## src/sv/ltpm_pkg.sv

```systemverilog
// Package for the LUT truth-table merge block: shared constants, item types,
// sequencer states and the internal table command.
// No dependencies.
package ltpm_pkg;

  localparam int ELEMENT_WIDTH_DEF = 64;
  localparam int MAX_PINS_DEF      = 6;
  localparam int MAP_PINS          = 6;
  localparam int MAP_W             = 4;
  localparam int MAP_MAX           = 5;
  localparam int MAP_IDX_W         = 3;
  localparam int CELL_ADDR_W       = 6;
  localparam int CELL_W            = 64;
  localparam int PIN_CNT_W         = 3;
  localparam int OFFSET_W          = 6;
  localparam int POS_W             = 7;
  localparam int MASK_W            = 64;

  localparam logic MODE_CLEAR = 1'b0;
  localparam logic MODE_MERGE = 1'b1;

  typedef struct packed {
    logic                    mode;
    logic [CELL_W-1:0]       cell_table;
    logic [PIN_CNT_W-1:0]    pin_count;
    logic [OFFSET_W-1:0]     low_offset;
    logic [MAP_PINS-1:0]     used_pin_mask;
    logic signed [MAP_W-1:0] pin_map_0;
    logic signed [MAP_W-1:0] pin_map_1;
    logic signed [MAP_W-1:0] pin_map_2;
    logic signed [MAP_W-1:0] pin_map_3;
    logic signed [MAP_W-1:0] pin_map_4;
    logic signed [MAP_W-1:0] pin_map_5;
  } in_item_t;

  typedef struct packed {
    logic              merge_ok;
    logic [MASK_W-1:0] known_mask;
    logic [MASK_W-1:0] ones_mask;
  } out_item_t;

  typedef enum logic [1:0] {
    ST_IDLE,
    ST_RUN,
    ST_DONE
  } state_t;

  // result of mapping one LUT address
  typedef struct packed {
    logic             reach;
    logic             cell_bit;
    logic [POS_W-1:0] pos;
  } map_res_t;

  // command to the entry table
  typedef struct packed {
    logic             wr;
    logic             clr;
    logic [POS_W-1:0] pos;
    logic             val;
  } tbl_cmd_t;

endpackage

```

## src/sv/ltpm_addr_unit.sv

```systemverilog
// Address mapping unit: turns one LUT address into a reachability flag, the
// cell output bit and the table position. Depends on ltpm_pkg.
module ltpm_addr_unit #(
  parameter int MAX_PINS = ltpm_pkg::MAX_PINS_DEF
) (
  input  logic [MAX_PINS-1:0]                        addr,
  input  logic [ltpm_pkg::PIN_CNT_W-1:0]             np,
  input  logic [MAX_PINS-1:0]                        used,
  input  logic [MAX_PINS-1:0]                        map_en,
  input  logic [MAX_PINS-1:0][ltpm_pkg::MAP_IDX_W-1:0] map_idx,
  input  logic [ltpm_pkg::OFFSET_W-1:0]              offset,
  input  logic [ltpm_pkg::CELL_W-1:0]                cell_table,
  output ltpm_pkg::map_res_t                         res
);
  import ltpm_pkg::*;

  logic                   reach;
  logic [CELL_ADDR_W-1:0] cell_addr;

  always_comb begin
    reach     = 1'b1;
    cell_addr = '0;
    for (int p = 0; p < MAX_PINS; p++) begin
      if (PIN_CNT_W'(p) < np) begin
        if (!addr[p]) begin
          if (!used[p]) begin
            reach = 1'b0;
          end
        end else if (map_en[p]) begin
          cell_addr[map_idx[p]] = 1'b1;
        end
      end
    end
  end

  assign res.reach    = reach;
  assign res.cell_bit = cell_table[cell_addr];
  assign res.pos      = POS_W'(offset) + POS_W'(addr);

endmodule

```

## src/sv/ltpm_table.sv

```systemverilog
// Entry table: known and ones bit per entry, one entry written per cycle,
// with conflict check against the opposite known value. Depends on ltpm_pkg.
module ltpm_table #(
  parameter int ELEMENT_WIDTH = ltpm_pkg::ELEMENT_WIDTH_DEF
) (
  input  logic                     clk,
  input  logic                     rst,
  input  ltpm_pkg::tbl_cmd_t       cmd,
  output logic                     conflict,
  output logic [ELEMENT_WIDTH-1:0] known,
  output logic [ELEMENT_WIDTH-1:0] ones
);
  import ltpm_pkg::*;

  localparam int IDX_W = $clog2(ELEMENT_WIDTH);

  logic             in_range;
  logic [IDX_W-1:0] idx;

  assign in_range = cmd.pos < POS_W'(ELEMENT_WIDTH);
  assign idx      = cmd.pos[IDX_W-1:0];
  assign conflict = cmd.wr && in_range && known[idx] && (ones[idx] != cmd.val);

  always_ff @(posedge clk) begin
    if (rst || cmd.clr) begin
      known <= '0;
      ones  <= '0;
    end else if (cmd.wr && in_range && !conflict) begin
      known[idx] <= 1'b1;
      ones[idx]  <= cmd.val;
    end
  end

endmodule

```

## src/sv/ltpm_ctrl.sv

```systemverilog
// Sequencer: takes an item, steps the LUT address one per cycle through the
// mapping unit, drives table writes and the result strobe. Depends on ltpm_pkg.
module ltpm_ctrl #(
  parameter int MAX_PINS = ltpm_pkg::MAX_PINS_DEF
) (
  input  logic                                         clk,
  input  logic                                         rst,
  input  logic                                         start,
  input  ltpm_pkg::in_item_t                           cmd,
  output logic                                         busy,
  output logic                                         done,
  output logic                                         ok,
  output logic [MAX_PINS-1:0]                          addr,
  output logic [ltpm_pkg::PIN_CNT_W-1:0]               np,
  output logic [MAX_PINS-1:0]                          used,
  output logic [MAX_PINS-1:0]                          map_en,
  output logic [MAX_PINS-1:0][ltpm_pkg::MAP_IDX_W-1:0] map_idx,
  output logic [ltpm_pkg::OFFSET_W-1:0]                offset,
  output logic [ltpm_pkg::CELL_W-1:0]                  cell_table,
  input  ltpm_pkg::map_res_t                           res,
  input  logic                                         conflict,
  output ltpm_pkg::tbl_cmd_t                           tcmd
);
  import ltpm_pkg::*;

  state_t                              state;
  state_t                              state_next;
  logic                                accept;
  logic [MAX_PINS-1:0]                 last;
  logic [MAX_PINS-1:0]                 last_next;
  logic [PIN_CNT_W-1:0]                np_sat;
  logic [MAP_PINS-1:0][MAP_W-1:0]      pm;

  assign accept = start && !busy;
  assign np_sat = (cmd.pin_count > PIN_CNT_W'(MAX_PINS)) ? PIN_CNT_W'(MAX_PINS)
                                                         : cmd.pin_count;
  assign pm = {cmd.pin_map_5, cmd.pin_map_4, cmd.pin_map_3,
               cmd.pin_map_2, cmd.pin_map_1, cmd.pin_map_0};

  always_comb begin
    for (int p = 0; p < MAX_PINS; p++) begin
      last_next[p] = PIN_CNT_W'(p) < np_sat;
    end
  end

  always_comb begin
    state_next = state;
    case (state)
      ST_IDLE, ST_DONE: begin
        if (accept) begin
          state_next = (cmd.mode == MODE_MERGE) ? ST_RUN : ST_DONE;
        end else begin
          state_next = ST_IDLE;
        end
      end
      ST_RUN: begin
        if (conflict || addr == last) begin
          state_next = ST_DONE;
        end
      end
      default: state_next = ST_IDLE;
    endcase
  end

  always_comb begin
    busy     = 1'b0;
    done     = 1'b0;
    tcmd.wr  = 1'b0;
    tcmd.clr = accept && (cmd.mode == MODE_CLEAR);
    tcmd.pos = res.pos;
    tcmd.val = res.cell_bit;
    case (state)
      ST_RUN: begin
        busy    = 1'b1;
        tcmd.wr = res.reach;
      end
      ST_DONE: done = 1'b1;
      default: ;
    endcase
  end

  always_ff @(posedge clk) begin
    if (rst) begin
      state <= ST_IDLE;
    end else begin
      state <= state_next;
    end
  end

  always_ff @(posedge clk) begin
    if (accept) begin
      ok         <= 1'b1;
      addr       <= '0;
      last       <= last_next;
      np         <= np_sat;
      used       <= cmd.used_pin_mask[MAX_PINS-1:0];
      offset     <= cmd.low_offset;
      cell_table <= cmd.cell_table;
      for (int p = 0; p < MAX_PINS; p++) begin
        map_en[p]  <= $unsigned(pm[p]) <= MAP_W'(MAP_MAX);
        map_idx[p] <= pm[p][MAP_IDX_W-1:0];
      end
    end else if (state == ST_RUN) begin
      addr <= addr + 1'b1;
      if (conflict) begin
        ok <= 1'b0;
      end
    end
  end

endmodule

```

## src/sv/lut_truth_table_permute_merge.sv

```systemverilog
// Top level of the LUT truth-table merge block: sequencer, address mapping
// unit and entry table. Depends on ltpm_pkg, ltpm_ctrl, ltpm_addr_unit, ltpm_table.
//
// An item is taken when start is high and busy is low. A clear item shows its
// result in the cycle after it is taken. A merge item visits one LUT address per
// cycle through the single mapping unit, so it visits 2^pin_count addresses, with
// pin_count capped at MAX_PINS (fewer when a conflict stops it), and its result
// comes in the cycle after the last address it visits. The result is on the result
// port for exactly one cycle, marked by done; the receiver cannot stall it. A new
// item may be taken in the same cycle that done is high.
module lut_truth_table_permute_merge #(
  parameter int ELEMENT_WIDTH = ltpm_pkg::ELEMENT_WIDTH_DEF,
  parameter int MAX_PINS      = ltpm_pkg::MAX_PINS_DEF
) (
  input  logic                clk,
  input  logic                rst,
  input  logic                start,
  input  ltpm_pkg::in_item_t  cmd,
  output logic                busy,
  output logic                done,
  output ltpm_pkg::out_item_t result
);
  import ltpm_pkg::*;

  logic                               ok;
  logic [MAX_PINS-1:0]                addr;
  logic [PIN_CNT_W-1:0]               np;
  logic [MAX_PINS-1:0]                used;
  logic [MAX_PINS-1:0]                map_en;
  logic [MAX_PINS-1:0][MAP_IDX_W-1:0] map_idx;
  logic [OFFSET_W-1:0]                offset;
  logic [CELL_W-1:0]                  cell_table;
  map_res_t                           res;
  logic                               conflict;
  tbl_cmd_t                           tcmd;
  logic [ELEMENT_WIDTH-1:0]           known;
  logic [ELEMENT_WIDTH-1:0]           ones;

  ltpm_ctrl #(.MAX_PINS(MAX_PINS)) u_ctrl (
    .clk        (clk),
    .rst        (rst),
    .start      (start),
    .cmd        (cmd),
    .busy       (busy),
    .done       (done),
    .ok         (ok),
    .addr       (addr),
    .np         (np),
    .used       (used),
    .map_en     (map_en),
    .map_idx    (map_idx),
    .offset     (offset),
    .cell_table (cell_table),
    .res        (res),
    .conflict   (conflict),
    .tcmd       (tcmd)
  );

  ltpm_addr_unit #(.MAX_PINS(MAX_PINS)) u_addr (
    .addr       (addr),
    .np         (np),
    .used       (used),
    .map_en     (map_en),
    .map_idx    (map_idx),
    .offset     (offset),
    .cell_table (cell_table),
    .res        (res)
  );

  ltpm_table #(.ELEMENT_WIDTH(ELEMENT_WIDTH)) u_table (
    .clk      (clk),
    .rst      (rst),
    .cmd      (tcmd),
    .conflict (conflict),
    .known    (known),
    .ones     (ones)
  );

  assign result.merge_ok   = ok;
  assign result.known_mask = MASK_W'(known);
  assign result.ones_mask  = MASK_W'(ones);

endmodule

```

## config.mk

```make
export PLATFORM = sky130hd
export DESIGN_NAME = lut_truth_table_permute_merge
export DESIGN_NICKNAME = d
export VERILOG_FILES = /design/src/sv/ltpm_pkg.sv /design/src/sv/ltpm_addr_unit.sv /design/src/sv/ltpm_table.sv /design/src/sv/ltpm_ctrl.sv /design/src/sv/lut_truth_table_permute_merge.sv
export SDC_FILE = /design/constraint.sdc
export NUM_CORES = 1
export LEC_CHECK = 0
export BUFFER_PORTS_ARGS = -buffer_cell sky130_fd_sc_hd__buf_2
export CORE_MARGIN = 2
export CORE_UTILIZATION = 55
export CTS_CLUSTER_SIZE = 20
export DETAILED_ROUTE_END_ITERATION = 7
export PLACE_DENSITY = 0.8
export SYNTH_ARGS = -nofsm -noshare
export SYNTH_HDL_FRONTEND = slang
export SYNTH_SLANG_ARGS = --single-unit
```

## constraint.sdc

```tcl
create_clock -name clk -period 4.7 [get_ports clk]
set_clock_uncertainty 0.05 [all_clocks]
set_input_delay 0.94 -clock clk [delete_from_list [all_inputs] [get_ports clk]]
set_output_delay 0.94 -clock clk [all_outputs]
set_load 0.1 [all_outputs]
```

# [Word-level counts from Yosys, hierarchy flattened]
# Index checks and enable logic that the tools add are counted.
# W data, S select, Z words.
[classes] addsub=2 n_lt_le_gt_ge=35 eq_ne=5 n_mux=65 bitwise=7 n_reduce_logical=20
[ops] op="$mux W6" count=18
[ops] op="$bwmux W64" count=1
[ops] op="$or A64 B64 Y64" count=1
[ops] op="$mux W1" count=31
[ops] op="$or A6 B6 Y6" count=5
[ops] op="$le A4 B3 Y1 const B" count=6
[ops] op="$lt A3 B4 Y1 const B" count=6
[ops] op="$bmux W1 S6" count=3
[ops] op="$demux W1 S3" count=6
[ops] op="$ge A3 B1 Y1 const B" count=6
[ops] op="$lt A6 B7 Y1 const B" count=2
[ops] op="$logic_and A1 B1 Y1" count=13
[ops] op="$lt A1 B3 Y1 const A" count=4
[ops] op="$lt A2 B3 Y1 const A" count=4
[ops] op="$lt A3 B3 Y1 const A" count=4
[ops] op="$add A6 B6 Y7" count=1
[ops] op="$lt A7 B7 Y1 const B" count=1
[ops] op="$add A6 B1 Y6 const B" count=1
[ops] op="$demux W1 S6" count=1
[ops] op="$eq A6 B6 Y1" count=1
[ops] op="$ge A6 B1 Y1 const B" count=1
[ops] op="$mux W2" count=3
[ops] op="$pmux W2 S2" count=1
[ops] op="$gt A3 B3 Y1 const B" count=1
[ops] op="other kinds (11)" count=13
[totals] register_bits=246 input_bits=107 out_inout_bits=131 elab_cells=151

# [Longest topological paths before layout]
[logic_depth] depth_word=34 mapped_depth=18 ltp_nobuf=14

# [Modules after synthesis]
# Synthesis repeated with hierarchy kept, for this count alone.
[unflattened] cells_unflattened=985 hier_area_um2=11841.4
[by_module_without_submodules] module="ltpm_table" n_inst=1 cells_each=603 area_each_um2=6517.5 seq_area_each_um2=2562.5
[by_module_without_submodules] module="ltpm_ctrl" n_inst=1 cells_each=189 area_each_um2=3910.0 seq_area_each_um2=3423.3
[by_module_without_submodules] module="ltpm_addr_unit" n_inst=1 cells_each=192 area_each_um2=1406.3 seq_area_each_um2=0.0
[by_module_without_submodules] module="lut_truth_table_permute_merge" n_inst=1 cells_each=1 area_each_um2=7.5 seq_area_each_um2=0.0

# [Least setup slack after synthesis]
# Ideal clock, no wire load.
[synth_path] path_type="reg2reg" from="register u_ctrl.addr[0]" to="register u_table.ones[54]" setup_time_ps=132 arrival_time_ps=3802 required_ps=4518 setup_slack_ps=715 path_stages_with_launch=18 n_path_buf=5 period_less_slack_ps=3985 path_cell_list="dfxtp_1 -> ha_1 -> fa_1 -> buf_2 -> buf_1 -> buf_2 -> mux2i_1 -> o21ai_0 -> a221oi_1 -> nand2_1 -> a311oi_1 -> o21ba_2 -> nor2b_1 -> mux2i_4 -> buf_6 -> buf_6 -> nand4_1 -> mux2i_1"
[synth_between] elab_chain_len=28 elab_cells_between_ends=60 classes_between="1 x add/sub; 3 x order compare; 1 x eq/ne; 44 x mux; 5 x bitwise; 6 x reduce/logical"
[synth_lines] item="start: declaration" line_no="ltpm_ctrl.sv:13" rtl="output logic [MAX_PINS-1:0] addr,"
[synth_lines] item="start signal: assignment" line_no="ltpm_ctrl.sv:104" rtl="addr <= addr + 1'b1;"
[synth_lines] item="$mux W6" line_no="ltpm_addr_unit.sv:25" rtl="if (!addr[p]) begin"
[synth_lines] item="$mux W6" line_no="ltpm_addr_unit.sv:24" rtl="if (PIN_CNT_W'(p) < np) begin"
[synth_lines] item="$or A6 B6 Y6 (no source line)"
[synth_lines] item="$mux W6" line_no="ltpm_addr_unit.sv:29" rtl="end else if (map_en[p]) begin"
[synth_lines] item="$mux W6" line_no="ltpm_addr_unit.sv:25"
[synth_lines] item="$mux W6" line_no="ltpm_addr_unit.sv:24"
[synth_lines] item="$or A6 B6 Y6 (no source line)"
[synth_lines] item="$mux W6" line_no="ltpm_addr_unit.sv:29"
[synth_lines] item="[12 not listed]"
[synth_lines] item="$mux W6" line_no="ltpm_addr_unit.sv:25"
[synth_lines] item="$mux W6" line_no="ltpm_addr_unit.sv:24"
[synth_lines] item="$bmux W1 S6" line_no="ltpm_addr_unit.sv:37" rtl="assign res.cell_bit = cell_table[cell_addr];"
[synth_lines] item="$mux W1 (not written as such)" line_no="ltpm_addr_unit.sv:37"
[synth_lines] item="$ne A1 B1 Y1" line_no="ltpm_table.sv:22" rtl="assign conflict = cmd.wr && in_range && known[idx] && (ones[idx] != cmd.val);"
[synth_lines] item="$logic_and A1 B1 Y1" line_no="ltpm_table.sv:22"
[synth_lines] item="$logic_not A1 Y1" line_no="ltpm_table.sv:28" rtl="end else if (cmd.wr && in_range && !conflict) begin"
[synth_lines] item="$logic_and A1 B1 Y1" line_no="ltpm_table.sv:28"
[synth_lines] item="end signal: indexed assignment" line_no="ltpm_table.sv:30" rtl="ones[idx] <= cmd.val;"
[synth_lines] item="end: declaration" line_no="ltpm_table.sv:11" rtl="output logic [ELEMENT_WIDTH-1:0] ones"
# Parallel ways exist; a longest one is shown, timed or not. The select of a mux whose other input is x is not followed.
# A chain may end at the register's enable or synchronous reset.

# [Worst setup path in the final report]
[layout_path] from="register u_ctrl.addr[0]" to="register u_table.ones[51]"
# Same word-level chain as after synthesis.

==> flow_summary.ini <==
[timing]
rsz0062_at_grt = no
slew_violations = 0
hold_viol = 0
period_minus_slack_ns = 4.35
finalSetupTns_ns = 0
fmax_mhz = 230
finalCritPeriodShare = 0.925
max_slew_margin = 0.237
worst_slew_pin_slew_ns = 1.15
hold_ws_ns = 0.394
final-setup-viol-count = 0

[synth]
syn_area_per_cell_um2 = 10.7
postSynthCellCount = 1036
ys_seq_area_frac = 0.540
synth_edf_count = 108
ys_types = 80
yosys_warnings = 0
postSynth.asyncResetShare = 0
ys.flop_type = dfxtp_1
syn-num-nets = 1151
synth.top_cell.area_share = 0.293
synth_area_leaders = edfxtp_1 29%, dfxtp_1 25%, mux2i_1 10%, nand2_1 4.2%, a21oi_1 3.4%
synth_top_area_cell = edfxtp_1
synth-seq-cells = 245
synthesis.area_um2 = 11100

[placement]
portBuffers = 237
gp_congestion = 0.886
dp_hpwl_um = 22500

[worst_setup_path]
cpPeakStageDelay_ns = 0.52
rrSetupSlack_ns = 0.35
cp_slowest_cell = xor2_4
worstPathCellList = ha_1, fa_2, xor2_4, buf_12, mux2i_1, o21ai_0, o21ai_0, a311oi_1, a311oi_1, o21ba_2, nor2_1, mux2i_4, buf_4, and4_1, mux2i_1
cp.arrival_ns = 4.75
critical_path_class = reg -> reg
worst-path-max-fanout = 39
crit_path_end_kind = flip-flop
start_kind = flip-flop
crit_required_ns = 5.10

[global_route]
antenna_found_initial = 1
overflow = 0
grt_max_degree = 70
grt_first_pass_wirelength_um = 49700
grt_pass1_vias = 9123
track_usage = 0.290

[routing]
dr.pass1.iters = 6
viasPerCell = 5.99
post-route-drc-count = 0
drt_wl_total_um = 31700
drtIter0Drc = 863
routed.top_layer = met4
wl_met2_um = 14700
wl_met3_um = 3350
drtAntennaViolNets = 0
vias = 9277
m1WireLength_um = 12200
wire_per_inst_um = 20.4

[clock_tree]
clockBufferDepth = 3
htree_levels = 1
clkSlewWorstSetupHoldPaths_ns = 0.06
cts_buffers = 26
clk_latency_ns = 0.53
cts_tree = done
postCtsSetupBuffers = 0
ctsRootBufferMaster = clkbuf_16
hold_buffers = 0
cts.repair.resized = 0
clkSinkCount = 245

[final_layout]
final_common_cell = buf_2
drive_above_1_share = 0.275
final_cell_mix = 237 x buf_2, 137 x dfxtp_1, 123 x nand2_1
final_nets = 1378
syn2layout_area_growth_pct = 21.8
utilization = 0.687

[floorplan]
die_width_um = 146
rows = 51
coreArea_um2 = 19700
ios = 238
fp.dieArea_um2 = 21300
start_util = 0.564
die_h_um = 146

[worst_hold_path]
hold_path.class = reg -> reg

[power]
leakage_nw = 5.60
p_total_mw = 5.07
cellPowerDensity_nw_per_um2 = 375
max-vdd-ir-drop_mv = 0.252

[flow_run]
cap_violations = 0

[status]
status = completed
sequential cells by signal, summed over array words and instances (netlist names):
register,cells
u_ctrl.cell_table,64
u_ctrl.ok,1
u_ctrl.offset,6
u_table.ones,64
u_ctrl.state,2
u_ctrl.last,6
u_ctrl.map_en,6
u_ctrl.np,2
u_ctrl.map_idx,18
u_ctrl.used,6
u_ctrl.addr,6
u_table.known,64
report_power, final:
group | total, mW | internal (mW) | switching [mW]
sequential | 2.34 | 2.30 | 0.0374
clock | 2.10 | 1.28 | 0.820
combinational | 0.630 | 0.215 | 0.415
through the flow:
stage,cell area [µm²],worst slack [ns],std cells
final,13500,0.353,1549
after floorplan,11100,0.715,1036
after global placement,12600,0.456,1500
after global routing,13500,0.0258,1549
after detailed placement,12600,0.429,1500
after CTS,13500,0.402,1548
area by class of cell:
type / instances / area, µm²
multi-input combinational: 660 / 4590
fill: 1502 / 6150
sequential: 245 / 5990
timing repair buffer: 267 / 1460
antenna: 1 / 2.50
inverter: 63 / 239
tap: 265 / 332
clock inverter: 3 / 43.8
clock buffer: 45 / 848
cell families (layout without fill, tap and decap cells):
kind of cell | Yosys count | in the layout | share of synthesized area
buffers and inverters | 131 | 378 | 0.0495
XOR/XNOR | 14 | 14 | 0.0117
AO/OA/AOI/OAI | 198 | 198 | 0.117
other | 0 | 1 | 0
adder cells (fa/ha/maj) | 8 | 8 | 0.00971
flip-flops | 245 | 245 | 0.540
AND/OR/NAND/NOR | 305 | 305 | 0.139
multiplexers | 135 | 135 | 0.133
final timing paths:
check	startpoint	end	depth (start not counted)
worst max-delay path	u_ctrl.addr[0]	u_table.ones[51]	15
worst min-delay path	u_ctrl.ok	u_ctrl.ok	2
worst max register to register	u_ctrl.addr[0]	u_table.ones[51]	15
worst min register to register	u_ctrl.ok	u_ctrl.ok	2
synthesized netlist by cell type (6+ instances only):
library cell / n
a21oi_1: 76
nand2_1: 123
mux2_2: 10
nand2b_1: 7
ha_1: 7
dfxtp_1: 137
xnor2_1: 10
o21ai_0: 22
buf_1: 6
mux4_2: 8
nand4_1: 50
mux2i_1: 115
buf_2: 16
o21a_1: 14
clkbuf_1: 38
inv_1: 62
o22ai_1: 17
edfxtp_1: 108
nor2_1: 39
nand3_1: 17
buf_4: 6
nor3_1: 15
layer usage:
metal / global-route usage / vias to the layer above
met2: 0.477 / 531
met1: 0.379 / 4395
met3: 0.0639 / 99
li1: - / 4252
met5: 0 / -
met4: 0.110 / 0
worst max-delay path: cells and delay by family (launching register included):
kind                       cells  cell delay, ns
muxes                          3            0.47
adders and majority gates      2            0.69
DFF                            1            0.42
and+or+nand+nor                2            0.33
AOI/OAI and AO/OA              5            1.15
xor gates and xnor gates       1            0.52
buffers and inverters          2            0.62
(Power assumes the default switching activity.)
